--- src/rtl/core/prtt_pkg.sv ---
`timescale 1ns / 1ps
// ----------------------------------------------------------------------------
// prtt_pkg
// Types and constants shared by the pending reply timeout table.
// ----------------------------------------------------------------------------
package prtt_pkg;

  localparam int unsigned ENTRIES_DEF   = 10;
  localparam int unsigned ADDR_W        = 2;
  localparam logic [ADDR_W-1:0] ADDR_TIMEOUT = ADDR_W'(0);
  localparam logic [31:0] TIMEOUT_RESET = 32'd24;

  typedef enum logic [1:0] {
    OP_SEND  = 2'd0,
    OP_REPLY = 2'd1,
    OP_CHECK = 2'd2,
    OP_NONE  = 2'd3
  } op_e;

  typedef enum logic [2:0] {
    ST_RECORDED = 3'd0,
    ST_PENDING  = 3'd1,
    ST_FULL     = 3'd2,
    ST_CLEARED  = 3'd3,
    ST_EXPIRED  = 3'd4,
    ST_NONE     = 3'd5
  } status_e;

  typedef struct packed {
    logic [1:0]  operation;
    logic [30:0] peer_id;
    logic [31:0] current_time;
    logic        is_player;
  } in_item_t;

  typedef struct packed {
    logic [2:0]  status;
    logic [30:0] expired_peer;
    logic        last;
  } out_item_t;

  // Transaction token walking the cell chain.
  typedef struct packed {
    logic        valid;
    op_e         op;
    logic [30:0] peer;
    logic [31:0] now;
    logic        dup;
    logic        claimed;
    logic        hit;
    logic        have_held;
    logic [30:0] held_peer;
  } tok_t;

  // End-of-walk broadcast that settles a tentative send.
  typedef struct packed {
    logic fin;
    logic cancel;
  } commit_t;

  // Request from a cell to push a held expiry out.
  typedef struct packed {
    logic        req;
    logic [30:0] peer;
  } emit_t;

endpackage

--- src/rtl/core/prtt_apb.sv ---
`timescale 1ns / 1ps
// ----------------------------------------------------------------------------
// prtt_apb
// APB register slave holding the expiry timeout.
// ----------------------------------------------------------------------------
module prtt_apb
  import prtt_pkg::*;
(
  input  logic              clk_i,
  input  logic              rst_ni,
  input  logic              psel,
  input  logic              penable,
  input  logic              pwrite,
  input  logic [ADDR_W-1:0] paddr,
  input  logic [31:0]       pwdata,
  output logic [31:0]       prdata,
  output logic              pready,
  output logic [31:0]       timeout_o
);

  logic [31:0] timeout_q;
  logic        wr_en;

  assign pready = 1'b1;
  assign wr_en  = psel && penable && pwrite && (paddr == ADDR_TIMEOUT);

  always_ff @(posedge clk_i or negedge rst_ni) begin
    if (!rst_ni) begin
      timeout_q <= TIMEOUT_RESET;
    end else if (wr_en) begin
      timeout_q <= pwdata;
    end
  end

  assign prdata    = (paddr == ADDR_TIMEOUT) ? timeout_q : 32'd0;
  assign timeout_o = timeout_q;

endmodule

--- config.mk ---
export PLATFORM = sky130hd
export DESIGN_NAME = prtt_apb
export DESIGN_NICKNAME = d
export VERILOG_FILES = /design/src/rtl/core/prtt_pkg.sv /design/src/rtl/core/prtt_apb.sv
export SDC_FILE = /design/constraint.sdc
export NUM_CORES = 1
export LEC_CHECK = 0
export ABC_CLOCK_PERIOD_IN_PS = 2550
export CORE_UTILIZATION = 55
export CTS_CLUSTER_DIAMETER = 80
export DETAILED_ROUTE_END_ITERATION = 8
export DONT_BUFFER_PORTS = 1
export GPL_ROUTABILITY_DRIVEN = 0
export PLACE_DENSITY = 0.79
export SLEW_MARGIN = 20
export SYNTH_ARGS = -nofsm -noshare
export SYNTH_HDL_FRONTEND = slang
export SYNTH_SLANG_ARGS = --single-unit
export TNS_END_PERCENT = 10
--- constraint.sdc ---
create_clock -name clk_i -period 2.55 [get_ports clk_i]
set_clock_uncertainty 0.2 [all_clocks]
set_input_delay 0.51 -clock clk_i [delete_from_list [all_inputs] [get_ports clk_i]]
set_output_delay 0.51 -clock clk_i [all_outputs]
set_load 0.1 [all_outputs]
==> run summary <==
* post-route DRC violation count: 0
* final setup violation count: 0
* CTS Buf Count: 5
* Max-cap violations: 0
* worst vdd rail ir drop: 1.37 mV
* Nets: 214
* synthesized netlist net count: 146
* Vert. Die Dim: 55.7 um
* number of ports placed on the die boundary: 104
* Skew-Pair Late Insertion Delay: 0.35 ns
* overall via count from detail_route: 1180
* area of the mapped netlist: 0.00159 mm2
* sequential-to-total area share from yosys stat: 0.506
* run status: finished clean
* clock slew at reported path FFs: 0.11 ns
* Largest register FFs: 32
* worst hold margin: 0.0942 ns
* post-synthesis cell count: 107
* H-tree level count: 2
* critical path endpoint category: primary output
* post-route minimum period: 2.04 ns
* number of clock sinks: 32
* Die Outline Area: 0.00311 mm2
* final worst path period share: 0.798
* CTS-repair resized insts: 0
* initial core utilization: 0.581
* routed wirelength normalized by instance count: 22.9 um
* design area: 0.00258 mm2
* die outline width: 55.7 um
* worst setup path class: input port to primary output
* CTS tree: done
* class of the worst hold path: input port to flop
* setup tns final: 0 ns
* standard cell core area: 0.00273 mm2
* Arr. time, crit path: 1.33 ns
* count of TritonRoute iterations in the first routing pass: 4
* total count of hold-check failures in the final report: 0
* placed instance area: 0.00245 mm2
* FF+latch count, synth: 32
* routed wire length: 4.74 mm
* mean area per synthesized cell: 14.8 um2
* Power per Cell Area: 1180 mW/mm2
* antenna diode count: 0
* placement row count: 19
* wire length of the first global-routing pass: 7.14 mm
* total count of max-transition violations in the final report: 0
* yosys warns: 0
* fraction of layout instances using a drive strength above 1: 0.648
* number of global-route vias before repair: 1298
* RSZ-0062 raised after global routing: no
* deepest clock path buffer count: 2
* total congestion overflow after global routing: 0
* number of distinct standard cells referenced by the synthesized netlist: 13
* maximum clock frequency: 491 MHz
* combined area of the multi-input logic cells: 696 um2
* synthesis-to-finish area growth: 62.4%
* port bufs: 0
* Pleak: 1.21 nW
* maximum number of pins on one net before global-route repair: 34
* Post-DRT Antenna Nets: 0
* Critical Path Source Type: input port
* most frequent cells in the layout: 34 x sky130_fd_sc_hd__buf_12, 34 x sky130_fd_sc_hd__buf_4, 30 x sky130_fd_sc_hd__and2_1, 30 x sky130_fd_sc_hd__mux2_4, 30 x sky130_fd_sc_hd__dfrtp_1
* GRT Resource Usage Total: 0.322
* detailed placer's ending HPWL: 3.28 mm
* Sequential Area: 803 um2
* data required time at the worst endpoint: 1.84 ns
* largest fanout on the critical path: 33
* drt via density: 5.70
* initial antenna violation count: 0
* number of inserted filler cells in the final layout: 68
* root cell of the clock tree: sky130_fd_sc_hd__clkbuf_4
* initial detailed-routing violation count: 30
[power breakdown]
part	switching [mW]	internal [mW]	leakage (nW)
logic	1.41	0.474	0.771
registers	0.0697	0.630	0.389
clock network	0.187	0.260	0.0515
[worst paths after layout]
kind,from,endpoint,slack (ns),depth (start not counted)
max,paddr[1],prdata[18],0.51,4
min,pwdata[25],timeout_o[25],0.09,1
max reg2reg,timeout_o[4],timeout_o[4],1.24,2
min reg2reg,timeout_o[0],timeout_o[0],0.69,2
max in group asynchronous,rst_ni,timeout_o[4],1.53,2
min in group asynchronous,rst_ni,timeout_o[16],0.39,2
[logic make-up after synthesis]
| kind of cell | count (synthesis) | synth area share |
|---|---|---|
| and+or+nand+nor | 34 | 0.137 |
| muxes | 32 | 0.298 |
| DFF | 32 | 0.506 |
| buffers and inverters | 8 | 0.0567 |
| other | 1 | 0.00236 |
[synthesized netlist by cell type]
| cell type | n | area (um2) |
|---|---|---|
| sky130_fd_sc_hd__and2_1 | 30 | 188 |
| sky130_fd_sc_hd__and2_2 | 2 | 15.0 |
| sky130_fd_sc_hd__and4_1 | 1 | 8.76 |
| sky130_fd_sc_hd__buf_12 | 3 | 60.1 |
| sky130_fd_sc_hd__buf_4 | 1 | 7.51 |
| sky130_fd_sc_hd__buf_6 | 1 | 11.3 |
| sky130_fd_sc_hd__clkbuf_1 | 3 | 11.3 |
| sky130_fd_sc_hd__conb_1 | 1 | 3.75 |
| sky130_fd_sc_hd__dfrtp_1 | 30 | 751 |
| sky130_fd_sc_hd__dfstp_2 | 2 | 52.6 |
| sky130_fd_sc_hd__mux2_2 | 2 | 22.5 |
| sky130_fd_sc_hd__mux2_4 | 30 | 450 |
| sky130_fd_sc_hd__nor2_2 | 1 | 6.26 |
[timing repair]
item                                    CTS  global route
endpoints found under the setup margin    0             0
hold buffers                              2             0
hold endpoints to repair                 32             0
buffers inserted                          0             0
[layout make-up]
| class | count | share of cell area |
|---|---|---|
| multi-input cells | 67 | 0.270 |
| well taps | 31 | 0.0150 |
| flip-flops and latches | 32 | 0.311 |
| clock inverters | 1 | 0.0116 |
| repair buffers | 69 | 0.367 |
| clock buffers | 7 | 0.0252 |
[per-layer routing]
metal,track usage,vias up,share of wire
met3,0.130,18,0.083
met1,0.312,604,0.32
li1,-,487,-
met4,0.179,0,0.039
met5,0,-,0
met2,0.575,71,0.55
[per-stage QoR]
stage           util  instances  power, mW  setup slack, ns
3_5_place_dp   0.897        197       2.56            0.458
5_1_grt        0.943        207       3.09            0.496
6_report       0.943        207       3.03            0.515
3_3_place_gp   0.897        197       2.52            0.517
4_1_cts        0.943        207       3.03            0.524
2_1_floorplan      -        107       2.11           0.0588
[critical path, stage by stage]
cell and delay (ns):
sky130_fd_sc_hd__nor2_2 0.08, sky130_fd_sc_hd__buf_4 0.27, sky130_fd_sc_hd__and2_1 0.26, sky130_fd_sc_hd__buf_12 0.20
No activity file was read; power rests on OpenSTA's default activity.
