`src/rtl/core/prtt_pkg.sv`:
```
`timescale 1ns / 1ps
// ----------------------------------------------------------------------------
// prtt_pkg
// Types and constants shared by the pending reply timeout table.
// ----------------------------------------------------------------------------
package prtt_pkg;

  localparam int unsigned ENTRIES_DEF   = 10;
  localparam int unsigned ADDR_W        = 2;
  localparam logic [ADDR_W-1:0] ADDR_TIMEOUT = ADDR_W'(0);
  localparam logic [31:0] TIMEOUT_RESET = 32'd24;

  typedef enum logic [1:0] {
    OP_SEND  = 2'd0,
    OP_REPLY = 2'd1,
    OP_CHECK = 2'd2,
    OP_NONE  = 2'd3
  } op_e;

  typedef enum logic [2:0] {
    ST_RECORDED = 3'd0,
    ST_PENDING  = 3'd1,
    ST_FULL     = 3'd2,
    ST_CLEARED  = 3'd3,
    ST_EXPIRED  = 3'd4,
    ST_NONE     = 3'd5
  } status_e;

  typedef struct packed {
    logic [1:0]  operation;
    logic [30:0] peer_id;
    logic [31:0] current_time;
    logic        is_player;
  } in_item_t;

  typedef struct packed {
    logic [2:0]  status;
    logic [30:0] expired_peer;
    logic        last;
  } out_item_t;

  // Transaction token walking the cell chain.
  typedef struct packed {
    logic        valid;
    op_e         op;
    logic [30:0] peer;
    logic [31:0] now;
    logic        dup;
    logic        claimed;
    logic        hit;
    logic        have_held;
    logic [30:0] held_peer;
  } tok_t;

  // End-of-walk broadcast that settles a tentative send.
  typedef struct packed {
    logic fin;
    logic cancel;
  } commit_t;

  // Request from a cell to push a held expiry out.
  typedef struct packed {
    logic        req;
    logic [30:0] peer;
  } emit_t;

endpackage

```
`src/rtl/core/prtt_cell.sv`:
```
`timescale 1ns / 1ps
// ----------------------------------------------------------------------------
// prtt_cell
// One table slot plus the token stage that hands the transaction onward.
// ----------------------------------------------------------------------------
module prtt_cell
  import prtt_pkg::*;
(
  input  logic        clk_i,
  input  logic        rst_ni,
  input  logic        advance_i,
  input  logic [31:0] timeout_i,
  input  commit_t     commit_i,
  input  tok_t        tok_i,
  output tok_t        tok_o,
  output emit_t       emit_o
);

  logic [30:0] peer_q, peer_d;
  logic [31:0] time_q, time_d;
  logic        tent_q, tent_d;
  tok_t        tok_q, tok_d;

  logic        occupied;
  logic        match;
  logic        expired;
  logic [31:0] elapsed;

  assign occupied = (peer_q != 31'd0);
  assign match    = occupied && (peer_q == tok_i.peer);
  assign elapsed  = tok_i.now - time_q;
  assign expired  = occupied && (elapsed > timeout_i);

  always_comb begin
    tok_d  = tok_i;
    peer_d = peer_q;
    time_d = time_q;
    tent_d = tent_q;
    emit_o = '0;
    if (tok_i.valid) begin
      unique case (tok_i.op)
        OP_SEND: begin
          if (match) begin
            tok_d.dup = 1'b1;
          end else if (!occupied && !tok_i.claimed && !tok_i.dup) begin
            // first free slot: write now, undo at end if a duplicate shows up
            tok_d.claimed = 1'b1;
            if (advance_i) begin
              peer_d = tok_i.peer;
              time_d = tok_i.now;
              tent_d = 1'b1;
            end
          end
        end
        OP_REPLY: begin
          if (match) begin
            tok_d.hit = 1'b1;
            if (advance_i) begin
              peer_d = 31'd0;
              time_d = 32'd0;
            end
          end
        end
        OP_CHECK: begin
          if (expired) begin
            emit_o.req     = tok_i.have_held;
            emit_o.peer    = tok_i.held_peer;
            tok_d.have_held = 1'b1;
            tok_d.held_peer = peer_q;
            if (advance_i) begin
              peer_d = 31'd0;
              time_d = 32'd0;
            end
          end
        end
        OP_NONE: begin
        end
      endcase
    end
    if (commit_i.fin) begin
      tent_d = 1'b0;
      if (commit_i.cancel && tent_q) begin
        peer_d = 31'd0;
        time_d = 32'd0;
      end
    end
  end

  always_ff @(posedge clk_i or negedge rst_ni) begin
    if (!rst_ni) begin
      peer_q <= '0;
      time_q <= '0;
      tent_q <= 1'b0;
      tok_q  <= '0;
    end else begin
      peer_q <= peer_d;
      time_q <= time_d;
      tent_q <= tent_d;
      if (advance_i) begin
        tok_q <= tok_d;
      end
    end
  end

  assign tok_o = tok_q;

endmodule

```
`config.mk`:
```
export PLATFORM = sky130hd
export DESIGN_NAME = prtt_cell
export DESIGN_NICKNAME = d
export VERILOG_FILES = /design/src/rtl/core/prtt_pkg.sv /design/src/rtl/core/prtt_cell.sv
export SDC_FILE = /design/constraint.sdc
export NUM_CORES = 1
export LEC_CHECK = 0
export BUFFER_PORTS_ARGS = -buffer_cell sky130_fd_sc_hd__buf_2
export CORE_AREA = 4 4 133 167
export DETAILED_ROUTE_END_ITERATION = 12
export DIE_AREA = 0 0 137 171
export HOLD_SLACK_MARGIN = 0.12
export PLACE_DENSITY = 0.76
export SLEW_MARGIN = 20
export SYNTH_ARGS = -nofsm -noshare
export SYNTH_HDL_FRONTEND = slang
export SYNTH_SLANG_ARGS = --single-unit
export TNS_END_PERCENT = 5
```
`constraint.sdc`:
```
create_clock -name clk_i -period 4 [get_ports clk_i]
set_clock_uncertainty 0.1 [all_clocks]
set_input_delay 0.2 -clock clk_i [delete_from_list [all_inputs] [get_ports clk_i]]
set_output_delay 0.2 -clock clk_i [all_outputs]
set_load 0.02 [all_outputs]
```
==> results.md, run 1 <==
* Worst skew pair latency at 0.44 ns
* Pwr Density at 500 nW/um^2
* DRT Wirelength at 36,100 um
* Seq/Total Area, Yosys at 0.424
* Slew headroom at 0.323
* Final core utilization at 0.706
* Hold_ws at 0.213 ns
* Design Area, Final at 14,600 sq um
* Top FF cell, synth: dfrtp_1
* RSZ-0062 raised after global routing: true
* # IOs at 271
* Initial antenna violation count at 3
* First-pass GRT wire length at 53,700 um
* Final Critical Period at 4.95 ns
* Multi-input gate area at 5350 sq um
* LEAKAGE at 7.03 nW
* Reg clk slew, reported paths at 0.07 ns
* Status: complete, but fails checks
* Worst path bufs/invs at 6
* H-Tree Level Count at 4
* Reg area at 4130 sq um
* Crit-path cells: ha_2, inv_2, fa_2, a211oi_4, o21ai_2, nand3_2, a211oi_2, nor2b_1, buf_4, nand2_4, buf_6, xor2_2, ha_1, nand4_1, or4_4, nor2_4, buf_6, a211o_4, clkbuf_16, and3_2, buf_6
* CP startpoint kind: flop
* Worst setup EP type: output port
* Area growth syn-to-layout at 50.0%
* Failing checks: negative setup slack
* Vias per inst at 5.77
* DRC at 0
* Peak VDD IR at 0.000341 V
* Nets at 1,666
* Synthesized area per cell at 10.0 sq um
* Largest net degree at the start of global routing at 91
* Cell count after synthesis at 971
* Crit share post-route at 1.24
* Setup_tns at -90.06 ns
* Fin cells at 1,754
* Routability cong. at 0.879
* Min-delay worst type: primary input to asynchronous set/reset pin
* Vias in the first global route at 10.4k
* CTS Buffer Depth at 2
* Worst-margin pin slew at 1.02 ns
* # rows at 59
* Placed Area at 12,400 sq um
* Clk sink count at 165
* Slowest CP cell: or4_4
* Critical path's most frequent cell: buf_6
* Die height at 171 um
* CTS tree: built
* Total die area at 23,400 sq um
* DPL Wire Length at 22,900 um
* Antenna viol nets, final at 0
* Layout cells sized above 1 at 0.401
* Req. time, crit path at 3.70 ns
* R2R setup slack at -0.72 ns
* Root cell of the clock tree: clkbuf_16
* Placed cell count at 1,598
* Total GRT Usage at 0.293
* Synth warnings at 0
* Slowest stage delay, CP at 0.60 ns
* Syn nets at 1,173
* # setup viols final at 127
* Total Power at 7.30 mW
* Via count at 10.1k
* Slew Limit Fails at 0
* Arr. time, crit path at 4.65 ns
* EDFF count, synth at 0
* Starting density of the core at 0.471
* Synth unique cells at 61
* Flops & latches, synth at 165
* Die width at 137 um
* Core Area at 20,700 sq um
* CTS Buf Count at 17
* Most frequent cells in the layout: 236 x buf_2, 165 x dfrtp_1, 127 x buf_4
* Max-Cap Viols at 0
* Crit-path max FO at 8
* Total gr overflow at 0
* Mapped Area at 9730 sq um
* Iteration-0 DRC Markers at 717
* Final worst slack at -0.946 ns
* CP delay by family, top: simple AND/OR/NAND/NOR gates
* Place WS at -0.895 ns
* Final hold violations at 0
* Critical path type: flop to output port
* First-pass DRT Iterations at 5
* WL per Instance at 20.6 um
* Most common cell after layout, fill and taps aside: buf_2
* Max Freq at 0.202 GHz
* Asr flop ratio synth at 1.00
* Fillers at 1,456
* PortBufs at 270
## report_power, final
part,internal [mW],leakage [nW],switching [mW]
Clock,0.851,0.297,0.843
Combinational,1.62,4.68,1.91
Sequential,1.89,2.05,0.186
## layout make-up
cell class                 count  area share
multi-input combinational    682       0.367
sequential                   165       0.283
timing repair buffer         521       0.265
clock buffer                  17      0.0291
tap                          274      0.0235
inverter                      77      0.0198
clock inverter                15      0.0125
antenna                        3    0.000514
## metal layers
metal	part of all wire	global-route usage	vias up
met5	0	0	-
met4	0.055	0.158	0
met3	0.065	0.0535	146
met2	0.51	0.517	516
met1	0.37	0.334	4899
li1	-	-	4552
## flip-flops by register name (all words and copies together), names as in the netlist
| register | flops |
|---|---|
| peer_q | 31 |
| tent_q | 1 |
| time_q | 32 |
| tok_o | 101 |
## Yosys cell counts, types with 4 or more instances
library cell,instances,area (sq um)
o211ai_1,8,60.1
nand2_1,30,113
o21ai_0,48,240
a211o_1,4,35.0
o21bai_1,5,37.5
ha_1,63,788
mux2_2,66,743
o21a_1,4,30.0
buf_2,11,55.1
xor2_1,41,359
nand4_1,13,81.3
nor2_1,59,221
a31oi_1,34,213
a22o_1,63,552
nor3_1,9,45.0
buf_1,7,26.3
dfrtp_1,165,4130
nand3_1,42,210
and3_1,37,231
a21oi_1,42,210
nor2b_1,7,43.8
clkbuf_1,26,97.6
xnor2_1,11,96.3
a21o_1,22,165
a211oi_1,8,60.1
nor4_1,15,93.8
inv_1,76,285
buf_6,6,67.6
## worst paths after layout
kind / depth (start not counted) / from / to
worst max-delay path: 21 / time_q[0] / emit_o[5]
worst min-delay path: 2 / rst_ni / tok_o[97]
worst max register to register: 23 / time_q[0] / peer_q[0]
worst min register to register: 1 / tok_o[51] / tok_o[51]
max in group asynchronous: 3 / rst_ni / peer_q[3]
min in group clk_i: 3 / advance_i / tok_o[28]
## logic make-up (layout without fill, tap and decap cells)
kind of cell | after synthesis | count (layout) | share of synthesized area
flops | 165 | 165 | 0.424
fa+ha+maj | 64 | 64 | 0.0831
mux | 69 | 69 | 0.0795
buf+inv | 127 | 630 | 0.0550
other cells | 0 | 3 | 0
xor+xnor | 52 | 52 | 0.0468
simple gates | 233 | 236 | 0.125
compound gates | 261 | 261 | 0.186
## worst reg2reg max path: stages, from the launching register on
cell      delay [ns]
dfrtp_1         0.37
ha_2            0.21
inv_2           0.05
fa_2            0.37
a211oi_4        0.28
o21ai_2         0.12
nand3_2         0.13
a211oi_2        0.08
nor2b_1         0.12
buf_4           0.15
nand2_4         0.05
buf_6           0.13
xor2_2          0.14
ha_1            0.30
nand4_1         0.13
or4_4           0.60
nor2_4          0.15
a211o_4         0.24
buf_6           0.12
nor3_2          0.04
a211oi_4        0.30
buf_6           0.17
buf_12          0.15
a22o_1          0.16
## repair_timing
item / in CTS / in global routing
cloned: 4 / 1
hold endpoints to repair: 226 / 0
setup buffers: 7 / 3
hold buffers: 106 / 0
endpoints found under the setup margin: 127 / 127
pin swaps: 14 / 58
gates resized for setup: 53 / 74
(Power assumes the default switching activity.)
==> inputs of run 2 (changes only) <==
--- a/config.mk
+++ b/config.mk
@@ -7,9 +7,8 @@
 export LEC_CHECK = 0
 export BUFFER_PORTS_ARGS = -buffer_cell sky130_fd_sc_hd__buf_2
-export CORE_AREA = 4 4 133 167
+export CORE_AREA = 4 4 155 194
 export DETAILED_ROUTE_END_ITERATION = 12
-export DIE_AREA = 0 0 137 171
+export DIE_AREA = 0 0 159 198
 export HOLD_SLACK_MARGIN = 0.12
-export PLACE_DENSITY = 0.76
 export SLEW_MARGIN = 20
 export SYNTH_ARGS = -nofsm -noshare
--- a/constraint.sdc
+++ b/constraint.sdc
@@ -3,3 +3,3 @@
 set_input_delay 0.2 -clock clk_i [delete_from_list [all_inputs] [get_ports clk_i]]
 set_output_delay 0.2 -clock clk_i [all_outputs]
-set_load 0.02 [all_outputs]
+set_load 0.005 [all_outputs]
==> results.md, run 2 (same netlist as run 1, synthesis figures left out) <==
* RSZ-0062 raised after global routing: true
* Final worst slack at -0.851 ns
* Final hold violations at 0
* Area growth syn-to-layout at 51.4%
* Worst skew pair latency at 0.43 ns
* Initial antenna violation count at 1
* CP startpoint kind: flop
* # setup viols final at 127
* CTS tree: built
* Final core utilization at 0.522
* Vias per inst at 5.19
* # IOs at 271
* Ant. Diodes at 0
* Pwr Density at 481 nW/um^2
* Arr. time, crit path at 4.55 ns
* Most frequent cells in the layout: 245 x buf_2, 165 x dfrtp_1, 123 x buf_4
* Routability cong. at 0.861
* DPL Wire Length at 24,400 um
* Worst-margin pin slew at 0.859 ns
* Total die area at 31,500 sq um
* Root cell of the clock tree: clkbuf_16
* Worst path bufs/invs at 6
* Clk sink count at 165
* Critical path type: flop to output port
* DRT Wirelength at 35,200 um
* Via count at 9,476
* Starting density of the core at 0.345
* CTS Buffer Depth at 2
* R2R setup slack at -0.59 ns
* Nets at 1,660
* Total gr overflow at 0
* Fillers at 2,538
* Reg clk slew, reported paths at 0.06 ns
* Max Freq at 0.206 GHz
* Crit-path max FO at 6
* Peak VDD IR at 0.000340 V
* LEAKAGE at 7.02 nW
* PortBufs at 270
* First-pass GRT wire length at 54,200 um
* Antenna viol nets, final at 0
* Slowest CP cell: or4_4
* Crit-path cells: ha_4, inv_2, fa_2, a211oi_4, o21ai_2, nand3_2, buf_6, a21oi_4, or3_4, a21oi_2, xnor2_1, ha_1, nand4_1, or4_4, o21ai_4, a211o_4, buf_12, buf_12, buf_16, and3_4, buf_6
* Vias in the first global route at 9,831
* Total Power at 7.08 mW
* Die height at 198 um
* Slowest stage delay, CP at 0.57 ns
* Max-Cap Viols at 0
* Core Area at 28,200 sq um
* Largest net degree at the start of global routing at 87
* # rows at 69
* Total GRT Usage at 0.216
* DRC at 0
* Worst setup EP type: output port
* Most common cell after layout, fill and taps aside: buf_2
* CTS Buf Count at 17
* First-pass DRT Iterations at 5
* Req. time, crit path at 3.70 ns
* Max reg flops at 101
* Failing checks: negative setup slack
* H-Tree Level Count at 4
* Slew headroom at 0.427
* Iteration-0 DRC Markers at 468
* Min-delay worst type: primary input to flop
* CP delay by family, top: simple AND/OR/NAND/NOR gates
* WL per Instance at 19.3 um
* Die width at 159 um
* Status: complete, but fails checks
* Slew Limit Fails at 0
* Final Critical Period at 4.85 ns
* Crit share post-route at 1.21
* Layout cells sized above 1 at 0.399
-- run 2: through the flow --
step                      cell area (sq um)  cells  worst slack (ns)  setup TNS (ns)  hold slack (ns)
after floorplan                        9770    971           -0.0841           -6.75           -0.196
after global placement                12300   1663            -0.675          -80.11            0.243
after detailed placement              12300   1663            -0.725          -85.67            0.235
after CTS                             14400   1816            -0.877          -80.17            0.167
after global routing                  14700   1826             -1.07         -102.92            0.190
final                                 14700   1826            -0.851          -75.83            0.179
-- run 2: path summary, 6_finish.rpt --
path,from,end,depth (start not counted)
min in group asynchronous,rst_ni,tok_o[37],2
worst min-delay path,advance_i,tok_o[33],3
worst min register to register,tok_o[33],tok_o[33],2
worst max register to register,time_q[0],peer_q[19],21
max in group asynchronous,rst_ni,tok_o[20],3
worst max-delay path,time_q[0],emit_o[12],21
-- run 2: layer usage --
metal / GRT usage / up-vias / routed length [um]
met5: 0 / - / 13
li1: - / 4526 / -
met2: 0.389 / 265 / 18300
met1: 0.256 / 4613 / 14000
met3: 0.0352 / 70 / 1400
met4: 0.0907 / 2 / 1500
-- run 2: area by class of cell --
| cell class | instances | area (sq um) | share of cell area |
|---|---|---|---|
| Tap cell | 355 | 444 | 0.0302 |
| Multi-Input combinational cell | 679 | 5430 | 0.368 |
| Clock inverter | 11 | 93.8 | 0.00637 |
| Sequential cell | 165 | 4130 | 0.280 |
| Timing Repair Buffer | 518 | 3890 | 0.264 |
| Clock buffer | 21 | 450 | 0.0306 |
| Inverter | 77 | 289 | 0.0196 |
-- run 2: repair_timing --
item / 4_1_cts / 5_1_grt
hold buffers: 104 / 0
hold endpoints to repair: 249 / 0
resized for setup: 50 / 49
endpoints found under the setup margin: 127 / 127
pin swaps: 81 / 60
gates cloned: 4 / 2
buffers inserted: 14 / 9
-- run 2: report_power, final --
group,internal (mW),switching [mW]
sequential,1.89,0.179
clock,0.826,0.728
combinational,1.74,1.72
total,4.45,2.62
-- run 2: worst min-delay path, delay by kind of cell --
| family | cells | cell delay [ns] |
|---|---|---|
| mux | 1 | 0.16 |
| simple gates | 1 | 0.06 |
| buf+inv | 1 | 0.23 |
